--- config.mk ---
export PLATFORM = sky130hd
export DESIGN_NAME = differential_drive_odometry_flat
export DESIGN_NICKNAME = d
export VERILOG_FILES = /design/src/design/ddo_pkg.sv /design/src/design/ddo_if.sv /design/src/design/ddo_cordic.sv /design/src/design/ddo_mul.sv /design/src/design/ddo_div.sv /design/src/design/differential_drive_odometry.sv /design/src/flat_wrapper.sv
export SDC_FILE = /design/constraint.sdc
export NUM_CORES = 2
export LEC_CHECK = 0
export BUFFER_PORTS_ARGS = -buffer_cell sky130_fd_sc_hd__buf_2
export CORE_AREA = 2 2 338 340
export CTS_CLUSTER_SIZE = 24
export DETAILED_ROUTE_END_ITERATION = 10
export DIE_AREA = 0 0 340 342
export GPL_TIMING_DRIVEN = 0
export PLACE_DENSITY = 0.83
export REMOVE_ABC_BUFFERS = 1
export SLEW_MARGIN = 0
export SYNTH_ARGS = -nofsm -noshare
export SYNTH_HDL_FRONTEND = slang
export SYNTH_HIERARCHICAL = 1
export SYNTH_SLANG_ARGS = --single-unit
--- constraint.sdc ---
create_clock -name clk -period 11.9 [get_ports clk]
set_input_delay 1.19 -clock clk [delete_from_list [all_inputs] [get_ports clk]]
set_output_delay 1.19 -clock clk [all_outputs]
set_load 0.03 [all_outputs]
--- src/design/ddo_pkg.sv ---
`timescale 1ns / 1ps
`default_nettype none
// ----------------------------------------------------------------------------
// ddo_pkg: shared definitions for the differential drive odometry block
// Widths, register indexes, fixed-point constants, sequencer states and the
// CORDIC arctangent table.
// ----------------------------------------------------------------------------
package ddo_pkg;

  localparam int ENC_WIDTH_DEF    = 16;
  localparam int CORDIC_STEPS_DEF = 24;

  localparam int WB_W       = 12;
  localparam int SC_W       = 17;
  localparam int POS_W      = 32;
  localparam int HEAD_W     = 24;
  localparam int CFG_IDX_W  = 1;
  localparam int CFG_DATA_W = 17;

  localparam logic [WB_W-1:0] WB_RESET = 12'd225;
  localparam logic [SC_W-1:0] SC_RESET = 17'd57237;

  localparam logic [CFG_IDX_W-1:0] REG_WHEEL_BASE = 1'b0;
  localparam logic [CFG_IDX_W-1:0] REG_DIST_SCALE = 1'b1;

  // 2^32 / (2*pi), heading units per radian scaled by 256
  localparam logic [29:0] TURN_SCALE = 30'd683565276;

  // CORDIC datapath width and the start value that cancels the CORDIC gain (Q30)
  localparam int CS_W = 34;
  localparam logic signed [CS_W-1:0] CORDIC_GAIN = 34'sd652032874;

  // Multiplicand width of the shared multiplier
  localparam int MC_W = 50;

  localparam int SHIFT_LINE = 38;
  localparam int SHIFT_ARC  = 54;
  localparam int MOVE_W     = 41;
  localparam logic [MOVE_W-1:0] MOVE_CAP = 41'h100_0000_0000;

  typedef enum logic [3:0] {
    ST_IDLE,
    ST_COR1,
    ST_TMUL,
    ST_TDIV,
    ST_RMUL,
    ST_RDIV,
    ST_COR2,
    ST_MOVE,
    ST_BMUL,
    ST_PMUL,
    ST_OUT
  } ddo_state_t;

  // Arctangent of 2^-i, 2^32 units per turn.
  function automatic logic [31:0] atan_entry(input logic [4:0] i);
    logic [31:0] v;
    case (i)
      5'd0:  v = 32'd536870912;
      5'd1:  v = 32'd316933406;
      5'd2:  v = 32'd167458907;
      5'd3:  v = 32'd85004756;
      5'd4:  v = 32'd42667331;
      5'd5:  v = 32'd21354465;
      5'd6:  v = 32'd10679838;
      5'd7:  v = 32'd5340245;
      5'd8:  v = 32'd2670163;
      5'd9:  v = 32'd1335087;
      5'd10: v = 32'd667544;
      5'd11: v = 32'd333772;
      5'd12: v = 32'd166886;
      5'd13: v = 32'd83443;
      5'd14: v = 32'd41722;
      5'd15: v = 32'd20861;
      5'd16: v = 32'd10430;
      5'd17: v = 32'd5215;
      5'd18: v = 32'd2608;
      5'd19: v = 32'd1304;
      5'd20: v = 32'd652;
      5'd21: v = 32'd326;
      5'd22: v = 32'd163;
      5'd23: v = 32'd81;
      5'd24: v = 32'd41;
      5'd25: v = 32'd20;
      5'd26: v = 32'd10;
      5'd27: v = 32'd5;
      5'd28: v = 32'd3;
      5'd29: v = 32'd1;
      5'd30: v = 32'd1;
      default: v = 32'd0;
    endcase
    return v;
  endfunction

endpackage
`default_nettype wire

--- src/design/ddo_if.sv ---
`timescale 1ns / 1ps
`default_nettype none
// ----------------------------------------------------------------------------
// ddo_if: valid/ready channels of the odometry block
// One interface for encoder beats and one for pose beats.
// ----------------------------------------------------------------------------
interface ddo_in_if #(parameter int ENC_WIDTH = 16);
  logic                        valid;
  logic                        ready;
  logic signed [ENC_WIDTH-1:0] left_delta;
  logic signed [ENC_WIDTH-1:0] right_delta;
  modport source (output valid, output left_delta, output right_delta, input ready);
  modport sink   (input valid, input left_delta, input right_delta, output ready);
endinterface

interface ddo_out_if;
  logic               valid;
  logic               ready;
  logic signed [31:0] pos_x;
  logic signed [31:0] pos_y;
  logic        [23:0] heading;
  modport source (output valid, output pos_x, output pos_y, output heading, input ready);
  modport sink   (input valid, input pos_x, input pos_y, input heading, output ready);
endinterface
`default_nettype wire

--- src/design/ddo_cordic.sv ---
`timescale 1ns / 1ps
`default_nettype none
// ----------------------------------------------------------------------------
// ddo_cordic: iterative rotation CORDIC
// One micro-rotation per cycle; returns sine and cosine in Q30.
// ----------------------------------------------------------------------------
module ddo_cordic import ddo_pkg::*; #(
  parameter int STEPS = CORDIC_STEPS_DEF
) (
  input  wire logic                   clk,
  input  wire logic                   rst_n,
  input  wire logic                   start,
  input  wire logic [HEAD_W-1:0]      angle,
  output logic                        done,
  output logic signed [CS_W-1:0]      sin_out,
  output logic signed [CS_W-1:0]      cos_out
);

  localparam int NSTEPS = (STEPS > 32) ? 32 : STEPS;

  logic                   busy_r, busy_nxt;
  logic                   done_r, done_nxt;
  logic                   fold_r, fold_nxt;
  logic [4:0]             idx_r, idx_nxt;
  logic signed [CS_W-1:0] x_r, x_nxt, y_r, y_nxt, z_r, z_nxt;

  logic [31:0]            u, u2;
  logic                   fold;
  logic signed [CS_W-1:0] dx, dy, at;

  always_comb begin
    u    = {angle, 8'h00};
    // Angles in the back half plane are turned by half a turn first.
    fold = u[31] ^ u[30];
    u2   = fold ? {~u[31], u[30:0]} : u;
    dx   = y_r >>> idx_r;
    dy   = x_r >>> idx_r;
    at   = signed'({2'b00, atan_entry(idx_r)});

    busy_nxt = busy_r;
    done_nxt = 1'b0;
    fold_nxt = fold_r;
    idx_nxt  = idx_r;
    x_nxt    = x_r;
    y_nxt    = y_r;
    z_nxt    = z_r;
    if (start) begin
      busy_nxt = 1'b1;
      fold_nxt = fold;
      idx_nxt  = 5'd0;
      x_nxt    = CORDIC_GAIN;
      y_nxt    = '0;
      z_nxt    = signed'({{(CS_W-32){u2[31]}}, u2});
    end else if (busy_r) begin
      if (z_r >= 0) begin
        x_nxt = x_r - dx;
        y_nxt = y_r + dy;
        z_nxt = z_r - at;
      end else begin
        x_nxt = x_r + dx;
        y_nxt = y_r - dy;
        z_nxt = z_r + at;
      end
      idx_nxt = idx_r + 5'd1;
      if (idx_r == 5'(NSTEPS - 1)) begin
        busy_nxt = 1'b0;
        done_nxt = 1'b1;
      end
    end
  end

  always_ff @(posedge clk) begin
    if (!rst_n) begin
      busy_r <= 1'b0;
      done_r <= 1'b0;
    end else begin
      busy_r <= busy_nxt;
      done_r <= done_nxt;
    end
    fold_r <= fold_nxt;
    idx_r  <= idx_nxt;
    x_r    <= x_nxt;
    y_r    <= y_nxt;
    z_r    <= z_nxt;
  end

  assign done    = done_r;
  assign sin_out = fold_r ? -y_r : y_r;
  assign cos_out = fold_r ? -x_r : x_r;

endmodule
`default_nettype wire

--- src/design/ddo_mul.sv ---
`timescale 1ns / 1ps
`default_nettype none
// ----------------------------------------------------------------------------
// ddo_mul: bit-serial unsigned multiplier
// Consumes one multiplier bit per cycle, stops when the rest are zero.
// ----------------------------------------------------------------------------
module ddo_mul import ddo_pkg::*; #(
  parameter int MCW = MC_W,
  parameter int MLW = 44
) (
  input  wire logic                 clk,
  input  wire logic                 rst_n,
  input  wire logic                 start,
  input  wire logic [MCW-1:0]       mcand,
  input  wire logic [MLW-1:0]       mlier,
  output logic                      done,
  output logic [MCW+MLW-1:0]        prod
);

  localparam int P_W = MCW + MLW;

  logic           busy_r, busy_nxt;
  logic [P_W-1:0] acc_r, acc_nxt, mc_r, mc_nxt;
  logic [MLW-1:0] ml_r, ml_nxt;

  always_comb begin
    busy_nxt = busy_r;
    acc_nxt  = acc_r;
    mc_nxt   = mc_r;
    ml_nxt   = ml_r;
    done     = busy_r && (ml_r == '0);
    if (start) begin
      busy_nxt = 1'b1;
      acc_nxt  = '0;
      mc_nxt   = P_W'(mcand);
      ml_nxt   = mlier;
    end else if (done) begin
      busy_nxt = 1'b0;
    end else if (busy_r) begin
      if (ml_r[0]) acc_nxt = acc_r + mc_r;
      mc_nxt = {mc_r[P_W-2:0], 1'b0};
      ml_nxt = ml_r >> 1;
    end
  end

  always_ff @(posedge clk) begin
    if (!rst_n) begin
      busy_r <= 1'b0;
    end else begin
      busy_r <= busy_nxt;
    end
    acc_r <= acc_nxt;
    mc_r  <= mc_nxt;
    ml_r  <= ml_nxt;
  end

  assign prod = acc_r;

endmodule
`default_nettype wire

--- src/design/ddo_div.sv ---
`timescale 1ns / 1ps
`default_nettype none
// ----------------------------------------------------------------------------
// ddo_div: restoring unsigned divider
// One quotient bit per cycle; the divisor must be nonzero.
// ----------------------------------------------------------------------------
module ddo_div import ddo_pkg::*; #(
  parameter int NUMW = 47,
  parameter int DENW = 20
) (
  input  wire logic            clk,
  input  wire logic            rst_n,
  input  wire logic            start,
  input  wire logic [NUMW-1:0] num,
  input  wire logic [DENW-1:0] den,
  output logic                 done,
  output logic [NUMW-1:0]      quo
);

  localparam int CNT_W = $clog2(NUMW + 1);

  logic            busy_r, busy_nxt;
  logic [CNT_W-1:0] cnt_r, cnt_nxt;
  logic [DENW-1:0] rem_r, rem_nxt, den_r, den_nxt;
  logic [NUMW-1:0] quo_r, quo_nxt;
  logic [DENW:0]   rsh, diff;
  logic            ge;

  always_comb begin
    rsh  = {rem_r, quo_r[NUMW-1]};
    diff = rsh - {1'b0, den_r};
    ge   = rsh >= {1'b0, den_r};
    done = busy_r && (cnt_r == CNT_W'(NUMW));

    busy_nxt = busy_r;
    cnt_nxt  = cnt_r;
    rem_nxt  = rem_r;
    den_nxt  = den_r;
    quo_nxt  = quo_r;
    if (start) begin
      busy_nxt = 1'b1;
      cnt_nxt  = '0;
      rem_nxt  = '0;
      den_nxt  = den;
      quo_nxt  = num;
    end else if (done) begin
      busy_nxt = 1'b0;
    end else if (busy_r) begin
      rem_nxt = ge ? diff[DENW-1:0] : rsh[DENW-1:0];
      quo_nxt = {quo_r[NUMW-2:0], ge};
      cnt_nxt = cnt_r + CNT_W'(1);
    end
  end

  always_ff @(posedge clk) begin
    if (!rst_n) begin
      busy_r <= 1'b0;
    end else begin
      busy_r <= busy_nxt;
    end
    cnt_r <= cnt_nxt;
    rem_r <= rem_nxt;
    den_r <= den_nxt;
    quo_r <= quo_nxt;
  end

  assign quo = quo_r;

endmodule
`default_nettype wire

--- src/design/differential_drive_odometry.sv ---
`timescale 1ns / 1ps
`default_nettype none
// ----------------------------------------------------------------------------
// differential_drive_odometry: dead-reckoning pose from wheel encoder beats
// Sequencer around a shared CORDIC, a bit-serial multiplier and a divider.
// ----------------------------------------------------------------------------
// Each input beat carries signed left and right encoder increments; the block
// answers with exactly one pose beat (x, y in Q24.8, heading with 2^24 units
// per turn) that already includes the move. Work is done one item at a time:
// a beat with equal increments costs one CORDIC pass plus two pairs of
// bit-serial multiplies; a turning beat adds two divisions of ENC_WIDTH+31
// quotient bits each, two short multiplies and a second CORDIC pass. The
// multiplier stops as soon as the remaining multiplier bits are zero, so
// small increments finish sooner. The finished pose waits in an output
// register, and the next encoder beat is taken as soon as the sequencer is
// back at rest, even if the pose has not yet been taken. Configuration must
// be written only while idle; the block itself does not enforce this.
// ----------------------------------------------------------------------------
module differential_drive_odometry import ddo_pkg::*; #(
  parameter int ENC_WIDTH    = ENC_WIDTH_DEF,
  parameter int CORDIC_STEPS = CORDIC_STEPS_DEF
) (
  input  wire logic                  clk,
  input  wire logic                  rst_n,
  ddo_in_if.sink                     in_ch,
  ddo_out_if.source                  out_ch,
  input  wire logic                  cfg_we,
  input  wire logic [CFG_IDX_W-1:0]  cfg_index,
  input  wire logic [CFG_DATA_W-1:0] cfg_data
);

  localparam int E     = ENC_WIDTH;
  localparam int NUM_W = E + 31;
  localparam int DEN_W = (E + 2 > 20) ? E + 2 : 20;
  localparam int AM_W  = E + 28;
  localparam int P_W   = MC_W + AM_W;
  localparam int SUM_W = POS_W + 11;

  // Limits of the signed position range, at the width of the sum.
  localparam logic signed [SUM_W-1:0] POS_MAX =
    {{(SUM_W-POS_W+1){1'b0}}, {(POS_W-1){1'b1}}};
  localparam logic signed [SUM_W-1:0] POS_MIN =
    {{(SUM_W-POS_W+1){1'b1}}, {(POS_W-1){1'b0}}};

  ddo_state_t state_r, state_nxt;

  logic [WB_W-1:0]          wb_r;
  logic [SC_W-1:0]          sc_r;
  logic signed [E-1:0]      l_r, l_nxt, r_r, r_nxt;
  logic signed [CS_W-1:0]   s1_r, s1_nxt, c1_r, c1_nxt, s2_r, s2_nxt, c2_r, c2_nxt;
  logic [HEAD_W-1:0]        theta_r, theta_nxt;
  logic [AM_W-1:0]          rmm_r, rmm_nxt;
  logic                     axis_r, axis_nxt;
  logic signed [POS_W-1:0]  x_r, x_nxt, y_r, y_nxt;
  logic [HEAD_W-1:0]        h_r, h_nxt;
  logic signed [POS_W-1:0]  ox_r, ox_nxt, oy_r, oy_nxt;
  logic [HEAD_W-1:0]        oh_r, oh_nxt;
  logic                     ov_r, ov_nxt;

  // Shared arithmetic units.
  logic                   cor_start, cor_done;
  logic [HEAD_W-1:0]      cor_angle;
  logic signed [CS_W-1:0] cor_sin, cor_cos;
  logic                   mul_start, mul_done;
  logic [MC_W-1:0]        mul_mc;
  logic [AM_W-1:0]        mul_ml;
  logic [P_W-1:0]         mul_prod;
  logic                   div_start, div_done;
  logic [NUM_W-1:0]       div_num, div_quo;
  logic [DEN_W-1:0]       div_den;

  ddo_cordic #(.STEPS(CORDIC_STEPS)) u_cordic (
    .clk, .rst_n, .start(cor_start), .angle(cor_angle),
    .done(cor_done), .sin_out(cor_sin), .cos_out(cor_cos)
  );

  ddo_mul #(.MCW(MC_W), .MLW(AM_W)) u_mul (
    .clk, .rst_n, .start(mul_start), .mcand(mul_mc), .mlier(mul_ml),
    .done(mul_done), .prod(mul_prod)
  );

  ddo_div #(.NUMW(NUM_W), .DENW(DEN_W)) u_div (
    .clk, .rst_n, .start(div_start), .num(div_num), .den(div_den),
    .done(div_done), .quo(div_quo)
  );

  // Derived quantities of the item in hand.
  logic signed [E:0]      lx, rx, dif, sm;
  logic [E:0]             dm, sum_mag, l_mag;
  logic                   straight;
  logic [WB_W-1:0]        b_eff;
  logic signed [CS_W-1:0] t_sel;
  logic [CS_W-1:0]        t_mag;
  logic [AM_W-1:0]        a_mag;
  logic                   a_neg, mv_neg;
  logic [HEAD_W-1:0]      tm;
  logic [P_W:0]           rnd, res_full;
  logic [MOVE_W-1:0]      capped;
  logic signed [MOVE_W:0] mv;
  logic signed [SUM_W-1:0] acc_sum;
  logic signed [POS_W-1:0] acc_sel, sat_val;
  logic                   out_load;

  always_comb begin
    lx       = {l_r[E-1], l_r};
    rx       = {r_r[E-1], r_r};
    dif      = lx - rx;
    sm       = lx + rx;
    dm       = dif[E] ? unsigned'(-dif) : unsigned'(dif);
    sum_mag  = sm[E] ? unsigned'(-sm) : unsigned'(sm);
    l_mag    = lx[E] ? unsigned'(-lx) : unsigned'(lx);
    straight = (l_r == r_r);
    // A wheel base of zero behaves as one count.
    b_eff    = (wb_r == '0) ? WB_W'(1) : wb_r;

    // Straight moves project the step onto the heading; arcs use the chord
    // from the difference of the two headings.
    if (straight) begin
      t_sel = axis_r ? c1_r : s1_r;
      a_mag = AM_W'(l_mag);
      a_neg = lx[E];
    end else begin
      t_sel = axis_r ? (s2_r - s1_r) : (c1_r - c2_r);
      a_mag = rmm_r;
      a_neg = sm[E] != dif[E];
    end
    t_mag  = t_sel[CS_W-1] ? unsigned'(-t_sel) : unsigned'(t_sel);
    mv_neg = a_neg ^ t_sel[CS_W-1];

    tm = div_quo[HEAD_W-1:0];

    // Round half away from zero on the magnitude, then cap.
    if (straight) begin
      rnd      = {1'b0, mul_prod} + ((P_W+1)'(1) << (SHIFT_LINE - 1));
      res_full = rnd >> SHIFT_LINE;
    end else begin
      rnd      = {1'b0, mul_prod} + ((P_W+1)'(1) << (SHIFT_ARC - 1));
      res_full = rnd >> SHIFT_ARC;
    end
    capped  = (res_full > (P_W+1)'(MOVE_CAP)) ? MOVE_CAP : res_full[MOVE_W-1:0];
    mv      = mv_neg ? -signed'({1'b0, capped}) : signed'({1'b0, capped});
    acc_sel = axis_r ? y_r : x_r;
    acc_sum = SUM_W'(acc_sel) + SUM_W'(mv);
    if (acc_sum > POS_MAX) begin
      sat_val = {1'b0, {(POS_W-1){1'b1}}};
    end else if (acc_sum < POS_MIN) begin
      sat_val = {1'b1, {(POS_W-1){1'b0}}};
    end else begin
      sat_val = acc_sum[POS_W-1:0];
    end
  end

  // Sequencer.
  always_comb begin
    state_nxt = state_r;
    l_nxt     = l_r;
    r_nxt     = r_r;
    s1_nxt    = s1_r;
    c1_nxt    = c1_r;
    s2_nxt    = s2_r;
    c2_nxt    = c2_r;
    theta_nxt = theta_r;
    rmm_nxt   = rmm_r;
    axis_nxt  = axis_r;
    x_nxt     = x_r;
    y_nxt     = y_r;
    h_nxt     = h_r;
    cor_start = 1'b0;
    cor_angle = h_r;
    mul_start = 1'b0;
    mul_mc    = '0;
    mul_ml    = '0;
    div_start = 1'b0;
    div_num   = '0;
    div_den   = '0;
    out_load  = 1'b0;

    case (state_r)
      ST_IDLE: begin
        if (in_ch.valid) begin
          l_nxt     = in_ch.left_delta;
          r_nxt     = in_ch.right_delta;
          cor_start = 1'b1;
          state_nxt = ST_COR1;
        end
      end
      ST_COR1: begin
        if (cor_done) begin
          s1_nxt   = cor_sin;
          c1_nxt   = cor_cos;
          axis_nxt = 1'b0;
          if (straight) begin
            state_nxt = ST_MOVE;
          end else begin
            mul_start = 1'b1;
            mul_mc    = MC_W'(TURN_SCALE);
            mul_ml    = AM_W'(dm);
            state_nxt = ST_TMUL;
          end
        end
      end
      ST_TMUL: begin
        if (mul_done) begin
          div_start = 1'b1;
          div_num   = mul_prod[NUM_W-1:0] + NUM_W'({b_eff, 7'h00});
          div_den   = DEN_W'({b_eff, 8'h00});
          state_nxt = ST_TDIV;
        end
      end
      ST_TDIV: begin
        if (div_done) begin
          theta_nxt = dif[E] ? (HEAD_W'(0) - tm) : tm;
          mul_start = 1'b1;
          mul_mc    = MC_W'(sum_mag);
          mul_ml    = AM_W'(b_eff);
          state_nxt = ST_RMUL;
        end
      end
      ST_RMUL: begin
        if (mul_done) begin
          div_start = 1'b1;
          div_num   = {mul_prod[NUM_W-17:0], 16'h0000} + NUM_W'(dm);
          div_den   = DEN_W'({dm, 1'b0});
          state_nxt = ST_RDIV;
        end
      end
      ST_RDIV: begin
        if (div_done) begin
          rmm_nxt   = div_quo[AM_W-1:0];
          cor_start = 1'b1;
          cor_angle = h_r + theta_r;
          state_nxt = ST_COR2;
        end
      end
      ST_COR2: begin
        if (cor_done) begin
          s2_nxt    = cor_sin;
          c2_nxt    = cor_cos;
          state_nxt = ST_MOVE;
        end
      end
      ST_MOVE: begin
        mul_start = 1'b1;
        mul_mc    = MC_W'(t_mag);
        mul_ml    = AM_W'(sc_r);
        state_nxt = ST_BMUL;
      end
      ST_BMUL: begin
        if (mul_done) begin
          mul_start = 1'b1;
          mul_mc    = mul_prod[MC_W-1:0];
          mul_ml    = a_mag;
          state_nxt = ST_PMUL;
        end
      end
      ST_PMUL: begin
        if (mul_done) begin
          if (axis_r) begin
            y_nxt = sat_val;
            if (!straight) h_nxt = h_r + theta_r;
            state_nxt = ST_OUT;
          end else begin
            x_nxt     = sat_val;
            axis_nxt  = 1'b1;
            state_nxt = ST_MOVE;
          end
        end
      end
      ST_OUT: begin
        if (!ov_r || out_ch.ready) begin
          out_load  = 1'b1;
          state_nxt = ST_IDLE;
        end
      end
      default: begin
        state_nxt = ST_IDLE;
      end
    endcase

    ox_nxt = out_load ? x_r : ox_r;
    oy_nxt = out_load ? y_r : oy_r;
    oh_nxt = out_load ? h_r : oh_r;
    if (out_load) begin
      ov_nxt = 1'b1;
    end else if (out_ch.ready) begin
      ov_nxt = 1'b0;
    end else begin
      ov_nxt = ov_r;
    end
  end

  always_ff @(posedge clk) begin
    if (!rst_n) begin
      state_r <= ST_IDLE;
      x_r     <= '0;
      y_r     <= '0;
      h_r     <= '0;
      ov_r    <= 1'b0;
      axis_r  <= 1'b0;
    end else begin
      state_r <= state_nxt;
      x_r     <= x_nxt;
      y_r     <= y_nxt;
      h_r     <= h_nxt;
      ov_r    <= ov_nxt;
      axis_r  <= axis_nxt;
    end
    l_r     <= l_nxt;
    r_r     <= r_nxt;
    s1_r    <= s1_nxt;
    c1_r    <= c1_nxt;
    s2_r    <= s2_nxt;
    c2_r    <= c2_nxt;
    theta_r <= theta_nxt;
    rmm_r   <= rmm_nxt;
    ox_r    <= ox_nxt;
    oy_r    <= oy_nxt;
    oh_r    <= oh_nxt;
  end

  // Configuration registers.
  always_ff @(posedge clk) begin
    if (!rst_n) begin
      wb_r <= WB_RESET;
      sc_r <= SC_RESET;
    end else if (cfg_we) begin
      case (cfg_index)
        REG_WHEEL_BASE: wb_r <= cfg_data[WB_W-1:0];
        REG_DIST_SCALE: sc_r <= cfg_data[SC_W-1:0];
        default: ;
      endcase
    end
  end

  assign in_ch.ready    = (state_r == ST_IDLE);
  assign out_ch.valid   = ov_r;
  assign out_ch.pos_x   = ox_r;
  assign out_ch.pos_y   = oy_r;
  assign out_ch.heading = oh_r;

  // An accepted beat always starts the first CORDIC pass.
  a_accept_starts: assert property (@(posedge clk) disable iff (!rst_n)
    in_ch.valid && in_ch.ready |=> state_r == ST_COR1)
    else $error("accepted beat did not start the CORDIC pass");

  // The pose only moves while an item is being worked on.
  a_idle_pose: assert property (@(posedge clk) disable iff (!rst_n)
    state_r == ST_IDLE |=> $stable(x_r) && $stable(y_r) && $stable(h_r))
    else $error("pose changed while idle");

  // Leaving the output state always leaves a pose beat on offer.
  a_out_valid: assert property (@(posedge clk) disable iff (!rst_n)
    state_r == ST_OUT |=> out_ch.valid)
    else $error("result state left no pose beat");

endmodule
`default_nettype wire

--- src/flat_wrapper.sv ---
// flat-port wrapper written by rule: the top's interface ports become plain ports
module differential_drive_odometry_flat import ddo_pkg::*;
#(
  parameter int ENC_WIDTH    = ENC_WIDTH_DEF,
  parameter int CORDIC_STEPS = CORDIC_STEPS_DEF
)
  (clk, rst_n, cfg_we, cfg_index, cfg_data, in_ch_valid, in_ch_left_delta, in_ch_right_delta, in_ch_ready, out_ch_valid, out_ch_pos_x, out_ch_pos_y, out_ch_heading, out_ch_ready);
  ddo_in_if #(.ENC_WIDTH(ENC_WIDTH)) in_ch_i ();
  ddo_out_if out_ch_i ();
  input  wire logic clk;
  input  wire logic rst_n;
  input  wire logic cfg_we;
  input  wire logic [CFG_IDX_W-1:0] cfg_index;
  input  wire logic [CFG_DATA_W-1:0] cfg_data;
  input wire logic [$bits(in_ch_i.valid)-1:0] in_ch_valid;
  input wire logic [$bits(in_ch_i.left_delta)-1:0] in_ch_left_delta;
  input wire logic [$bits(in_ch_i.right_delta)-1:0] in_ch_right_delta;
  output wire logic [$bits(in_ch_i.ready)-1:0] in_ch_ready;
  output wire logic [$bits(out_ch_i.valid)-1:0] out_ch_valid;
  output wire logic [$bits(out_ch_i.pos_x)-1:0] out_ch_pos_x;
  output wire logic [$bits(out_ch_i.pos_y)-1:0] out_ch_pos_y;
  output wire logic [$bits(out_ch_i.heading)-1:0] out_ch_heading;
  input wire logic [$bits(out_ch_i.ready)-1:0] out_ch_ready;
  assign in_ch_i.valid = in_ch_valid;
  assign in_ch_i.left_delta = in_ch_left_delta;
  assign in_ch_i.right_delta = in_ch_right_delta;
  assign in_ch_ready = in_ch_i.ready;
  assign out_ch_valid = out_ch_i.valid;
  assign out_ch_pos_x = out_ch_i.pos_x;
  assign out_ch_pos_y = out_ch_i.pos_y;
  assign out_ch_heading = out_ch_i.heading;
  assign out_ch_i.ready = out_ch_ready;
  differential_drive_odometry #(.ENC_WIDTH(ENC_WIDTH), .CORDIC_STEPS(CORDIC_STEPS)) u_core (.clk(clk), .rst_n(rst_n), .in_ch(in_ch_i), .out_ch(out_ch_i), .cfg_we(cfg_we), .cfg_index(cfg_index), .cfg_data(cfg_data));
endmodule
==> Yosys cells after proc, flatten, opt, wreduce, memory -nomap -nowiden <==
Memory sizes are Yosys's and may differ from the RTL's. A register that Yosys moved wholly into a read port is not among the register bits.
Index checks and enable logic that the tools add are counted.
{ "classes": {"bitwise": 10, "addsub": 28, "n_lt_le_gt_ge": 5, "n_eq_ne": 26, "muxes": 91, "n_shift": 2, "n_reduce_logical": 33} }
{ "op_table": {"columns": ["cell", "n"], "rows": [
  ["34-bit two-way mux", 11],
  ["44-bit two-way mux", 6],
  ["50-bit two-way mux", 5],
  ["47-bit two-way mux", 5],
  ["50-bit case mux with 4 select lines", 1],
  ["44-bit case mux with 4 select lines", 1],
  ["34-bit subtractor", 4],
  ["32-bit two-way mux", 4],
  ["34-bit negator", 3],
  ["94-bit by 38-bit adder with 95-bit output, second input constant", 1],
  ["94-bit by 54-bit adder with 95-bit output, second input constant", 1],
  ["94-bit adder", 1],
  ["47-bit case mux with 2 select lines", 1],
  ["17-bit two-way mux", 5],
  ["24-bit two-way mux", 3],
  ["34-bit adder", 2],
  ["34-bit by 5-bit >>> shifter with 34-bit output", 2],
  ["57-bit by 41-bit > comparator with 1-bit output, second input constant", 1],
  ["57-bit two-way mux", 1],
  ["47-bit by 17-bit adder with 47-bit output", 1],
  ["47-bit by 19-bit adder with 47-bit output", 1],
  ["44-bit logical NOT", 1],
  ["4-bit two-way mux", 11],
  ["4-bit case mux with 11 select lines", 1],
  ["53 further kinds", 122]
]} }
{ "totals": {"inputBits": 55, "mem_bits_ro": 960, "memories": 1, "register_bits": 884, "out_inout_bits": 90, "word_cells": 232} }
{ "mem_list": {"columns": ["name", "depth", "word_bits", "rd", "rd_clocked_by_memory_dff", "wr", "line_no", "source"], "rows": [
  ["(name not given)", 32, 30, 1, 1, 0, "ddo_pkg.sv:58", "case (i)"]
]} }

==> Longest topological paths before layout <==
{ "logic_depth": {"ltp_word": 10, "depth_mapped": 41, "ltp_nobuf": 35} }

==> Modules after synthesis <==
The synthesis kept the hierarchy.
{ "by_module_without_submodules": {"columns": ["module", "area_per_inst_um2", "cells_per_inst", "seq_area_each_um2", "n_inst"], "rows": [
  ["differential_drive_odometry", 34436.8, 3993, 12191.7, 1],
  ["ddo_cordic", 18863.1, 2325, 3153.0, 1],
  ["ddo_mul", 14498.9, 1586, 5605.4, 1],
  ["ddo_div", 4897.2, 439, 2552.4, 1]
]} }

==> Worst setup path before layout <==
Ideal clock, no wire load.
{ "synth_timing": {"path_type": "register to register", "from": "register u_core.l_r[0]", "to": "register u_core.x_r[1]", "path_slack_ns": 3.595, "setup_ns": 0.070, "arrival_time_ns": 8.235, "n_path_buf": 6, "path_stages_with_launch": 38, "required_ns": 11.830, "synth_period_minus_slack_ns": 8.305, "path_cell_list": "edfxtp_1 -> inv_1 -> ha_1 -> buf_2 -> nand4_1 -> or2_1 -> buf_6 -> nor4_4 -> mux2_2 -> nor4_1 -> nand4bb_4 -> or4_1 -> buf_2 -> nor3_2 -> a21oi_1 -> clkbuf_1 -> a21oi_1 -> inv_1 -> [2 not listed] -> nand2_1 -> nand3_1 -> o21ai_0 -> ha_1 -> and2_1 -> and4_1 -> a221oi_1 -> o21ai_1 -> nor3b_1 -> o21ai_1 -> a211oi_1 -> xor2_1 -> nor4_1 -> nand4_1 -> o41ai_1 -> clkbuf_1 -> a21oi_1 -> a21oi_1"} }
{ "synth_between": {"elab_chain_cells": 10, "word_cells_on_any_way": 17, "classes_between": "add/sub: 4; order compare: 3; eq/ne: 2; mux: 7; bitwise: 1"} }
{ "synth_rtl": {"columns": ["item", "line_no", "source"], "rows": [
  ["start, declared", "differential_drive_odometry.sv:49", "logic signed [E-1:0] l_r, l_nxt, r_r, r_nxt;"],
  ["start signal, assigned", "differential_drive_odometry.sv:308", "l_r <= l_nxt;"],
  ["16-bit equality test", "differential_drive_odometry.sv:112", "straight = (l_r == r_r);"],
  ["57-bit two-way mux", "differential_drive_odometry.sv:133", "if (straight) begin"],
  ["57-bit by 41-bit > comparator with 1-bit output", "differential_drive_odometry.sv:140", "capped = (res_full > (P_W+1)'(MOVE_CAP)) ? MOVE_CAP : res_full[MOVE_W-1:0];"],
  ["41-bit two-way mux", "differential_drive_odometry.sv:140", null],
  ["41-bit negator with 42-bit output", "differential_drive_odometry.sv:141", "mv = mv_neg ? -signed'({1'b0, capped}) : signed'({1'b0, capped});"],
  ["42-bit two-way mux *", "differential_drive_odometry.sv:141", null],
  ["32-bit by 42-bit adder with 43-bit output *", "differential_drive_odometry.sv:143", "acc_sum = SUM_W'(acc_sel) + SUM_W'(mv);"],
  ["43-bit by 32-bit < comparator with 1-bit output", "differential_drive_odometry.sv:146", "end else if (acc_sum < POS_MIN) begin"],
  ["32-bit two-way mux", "differential_drive_odometry.sv:146", null],
  ["32-bit two-way mux *", "differential_drive_odometry.sv:144", "if (acc_sum > POS_MAX) begin"],
  ["end signal, assigned", "differential_drive_odometry.sv:302", "x_r <= x_nxt;"],
  ["end, declared", "differential_drive_odometry.sv:54", "logic signed [POS_W-1:0] x_r, x_nxt, y_r, y_nxt;"]
]} }
Every way passes the cells marked *; elsewhere a longest branch is shown, timed or not.
A chain may end at the register's enable or synchronous reset.

==> Final worst setup path <==
{ "layout_timing": {"from": "register u_core.l_r[0]", "to": "register u_core.y_r[2]"} }
{ "layout_between": {"elab_chain_cells": 10, "word_cells_on_any_way": 17, "classes_between": "add/sub: 4; order compare: 3; eq/ne: 2; mux: 7; bitwise: 1"} }
{ "layout_rtl": {"columns": ["item", "line_no", "source"], "rows": [
  ["16-bit equality test", "differential_drive_odometry.sv:112", null],
  ["57-bit two-way mux", "differential_drive_odometry.sv:133", null],
  ["57-bit by 41-bit > comparator with 1-bit output", "differential_drive_odometry.sv:140", null],
  ["41-bit two-way mux", "differential_drive_odometry.sv:140", null],
  ["41-bit negator with 42-bit output", "differential_drive_odometry.sv:141", null],
  ["42-bit two-way mux *", "differential_drive_odometry.sv:141", null],
  ["32-bit by 42-bit adder with 43-bit output *", "differential_drive_odometry.sv:143", null],
  ["43-bit by 32-bit < comparator with 1-bit output", "differential_drive_odometry.sv:146", null],
  ["32-bit two-way mux", "differential_drive_odometry.sv:146", null],
  ["32-bit two-way mux *", "differential_drive_odometry.sv:144", null],
  ["end signal, assigned", "differential_drive_odometry.sv:303", "y_r <= y_nxt;"],
  ["end, declared", "differential_drive_odometry.sv:54", null]
]} }
Marks and branches as above.

==> impl_results.md <==
- Count of cell types in the netlist: 120
- Placed inst area: 74400 µm²
- Total CTS buffers: 99
- CP top delay family: simple AND/OR/NAND/NOR gates
- CTS tree: built
- Type of the worst setup path: register to register
- PnR worst setup slack: 0.583 ns
- Min-Delay Startpoint: u_core/x_r[15]
- I/O pin cnt: 145
- Worst setup EP type: register
- Status: finished, violations left
- Post-synthesis to final-layout area growth: 7.23%
- Post-route ant nets: 0
- Ys flop type: edfxtp_1
- Clk slew on worst S/H paths: 0.06 ns
- Crit start category: register
- Fin crit share: 0.951
- First-pass GRT wire length: 357 mm
- Final hold violations: 0
- Failing checks: max-capacitance violations, max-slew violations
- Drt drc: 0
- Worst-Skew Late Latency: 0.72 ns
- Syn Std Cell Area: 72700 µm²
- Chip Width: 340 µm
- Root buf cell: clkbuf_16
- Final WL: 233 mm
- Vias: 65700
- Syn. warnings: 6
- Max Cap Violations: 1
- Most frequent cell after synthesis: nand2_1
- Max_slew headroom: -0.00822
- Post-DP HPWL: 171 mm
- Gp weighted congestion: 1.01
- Ranking of synthesized cells by area: edfxtp_1, dfxtp_1, ha_1
- Row count: 124
- # fillers: 8920
- RSZ-0062 raised after global routing: false
- Grt total ovfl: 0
- Achievable Freq: 88.4 MHz
- Antenna violations before repair: 3
- Synth Instances: 8343
- Total power: 17.6 mW
- Largest net degree at the start of global routing: 86
- Pleak: 30.3 nW
- Crit Path Max Fanout: 21
- Worst min path class: register to register
- Final Max Tran Viols: 1
- DIE AREA: 116000 µm²
- Number of global-route vias before repair: 62300
- 1st-iter DRT viols: 6849
- Fin nets: 8610
- Arrival time worst endpoint: 11.88 ns
- Number of flops mapped to enable cells by yosys: 520
- Synth area leader: edfxtp_1
- Avg Cell Area, Syn: 8.71 µm²
- DR pass1 iterations: 8
- Worst-path cell with the longest stage delay: or4_1
- Final setup violation count: 0
- CP peak stage delay: 0.72 ns
- I/O Buffers: 144
- Setup Fix Bufs, Post-CTS: 0
- Seq/Total Area, Yosys: 0.323
- Share of flip-flops with an asynchronous set or reset: 0
- Setup Skew: 0.0419 ns
- Minimum clock period: 11.32 ns
- Transition time of the tightest slew-check pin: 1.47 ns
- Peak supply drop: 0.000278 V
- Initial Util: 0.643
- Pwr Density: 226 nW/µm²
- Yosys reg bits: 914
- Total GRT Usage: 0.387
- CP required: 12.47 ns
- CTS Buffer Depth: 3
- Average routed wire per standard cell: 23.9 µm
- Worst path buffer plus inverter count: 4
- Core Area: 113000 µm²
- CTS H-Tree Depth: 3
- Post-route cell area: 77900 µm²
- Final core utilization: 0.689
- Worst Setup SP: u_core/l_r[0]
- DP Worst Slack: -0.142 ns
- Layout cells sized above 1: 0.102
- Die Y-Extent: 342 µm
- Clock Sinks: 914
- Synth top area share: 0.215
- R2r startpoint: u_core/l_r[0]
- Top cells by count, synth: nand2_1, a21oi_1, nor2_1
- Vias/cell: 6.75
[power by group]
part | switching, mW | internal, mW | total (mW)
Combinational | 5.87 | 3.89 | 9.76
Sequential | 0.744 | 3.83 | 4.57
Clock | 1.41 | 1.88 | 3.29
Total | 8.03 | 9.59 | 17.6
[through the flow]
step	instances	hold WS (ns)	TNS (ns)
after detailed placement	9533	0.434	-3.97
after floorplan	7819	0.419	-2.36
after global routing	9720	0.467	0
final	9722	0.451	0
after global placement	9475	0.429	-1506.65
after CTS	9720	0.445	0
[layer usage]
layer / track usage / routed length (µm) / up-vias
met5: 0 / 58 / -
met4: 0.197 / 13100 / 4
met3: 0.0516 / 18700 / 639
met2: 0.651 / 109000 / 3167
met1: 0.487 / 91600 / 31500
li1: - / - / 30400
[final timing paths]
kind / cells past startpoint / end / slack, ns
hold / removal: 0 / u_core/out_ch.pos_x[15] / 0.45
setup reg to reg: 32 / u_core/y_r[2] / 0.58
setup / recovery: 32 / u_core/y_r[2] / 0.58
hold reg to reg: 0 / u_core/out_ch.pos_x[15] / 0.45
[timing repair]
action | in CTS | in global routing
endpoints found under the setup margin | 46 | 62
pin swaps | 0 | 1
resized for setup | 1 | 3
hold buffers | 0 | 0
[cells by family (layout without fill, tap and decap cells)]
group | after synthesis | after routing | share of synthesized area
AO/OA/AOI/OAI | 2413 | 2413 | 0.211
XOR/XNOR | 692 | 692 | 0.0834
adder cells (fa/ha/maj) | 433 | 433 | 0.0758
buffers and inverters | 800 | 665 | 0.0449
flip-flops | 914 | 914 | 0.323
multiplexers | 489 | 489 | 0.0878
other | 1 | 3 | 0.0000516
AND/OR/NAND/NOR | 2601 | 2601 | 0.174
[worst reg2reg max path: cells and delay by family (launching register included)]
family / cells / cell delay, ns
AOI/OAI and AO/OA: 12 / 3.55
xor gates and xnor gates: 2 / 0.44
adders and majority gates: 3 / 1.43
buffers and inverters: 4 / 1.06
DFF: 1 / 0.50
muxes: 1 / 0.38
and+or+nand+nor: 10 / 3.82
[placed cells by master, fill, tap and decap left out, types with 46 or more instances in the layout]
cell type	n
ha_1	421
o21a_1	68
o22ai_1	54
nand2b_1	80
or3_1	73
clkbuf_16	101
o31ai_1	85
nand3_1	185
inv_1	267
nand4_1	116
o211ai_1	52
nor4_1	57
and2_1	64
a211oi_1	79
nand2_1	866
xnor2_1	420
a21boi_0	56
mux4_2	96
mux2_2	215
mux2i_1	174
o21bai_1	46
xor2_1	268
and3_1	121
o21ai_0	570
nor2b_1	55
edfxtp_1	520
buf_2	143
a21oi_1	691
a21o_1	209
a31oi_1	82
dfxtp_1	387
nor2_1	613
nor3_1	138
[flip-flops by register name, indices dropped and copies added, names as in the netlist, 34 cells and up]
| signal | cells |
|---|---|
| u_core/u_cordic/z_r | 34 |
| u_core/u_mul/mc_r | 94 |
| u_core/u_div/quo | 47 |
| u_core/u_cordic/x_r | 34 |
| u_core/u_mul/ml_r | 44 |
| u_core/s2_r | 34 |
| u_core/u_cordic/y_r | 34 |
| u_core/c2_r | 34 |
| u_core/c1_r | 34 |
| u_core/s1_r | 34 |
| u_core/u_mul/prod | 94 |
| u_core/rmm_r | 44 |
[cell type report]
| class | instances | area (µm²) | area share |
|---|---|---|---|
| multi-input cells | 6629 | 46200 | 0.592 |
| flip-flops and latches | 914 | 23500 | 0.302 |
| clock buffers | 120 | 2680 | 0.0344 |
| well taps | 1512 | 1890 | 0.0243 |
| repair buffers | 202 | 1850 | 0.0237 |
| inverters | 276 | 1040 | 0.0134 |
| clock inverters | 67 | 806 | 0.0103 |
| diodes | 2 | 5.00 | 0.0000642 |
(Power assumes the default switching activity.)
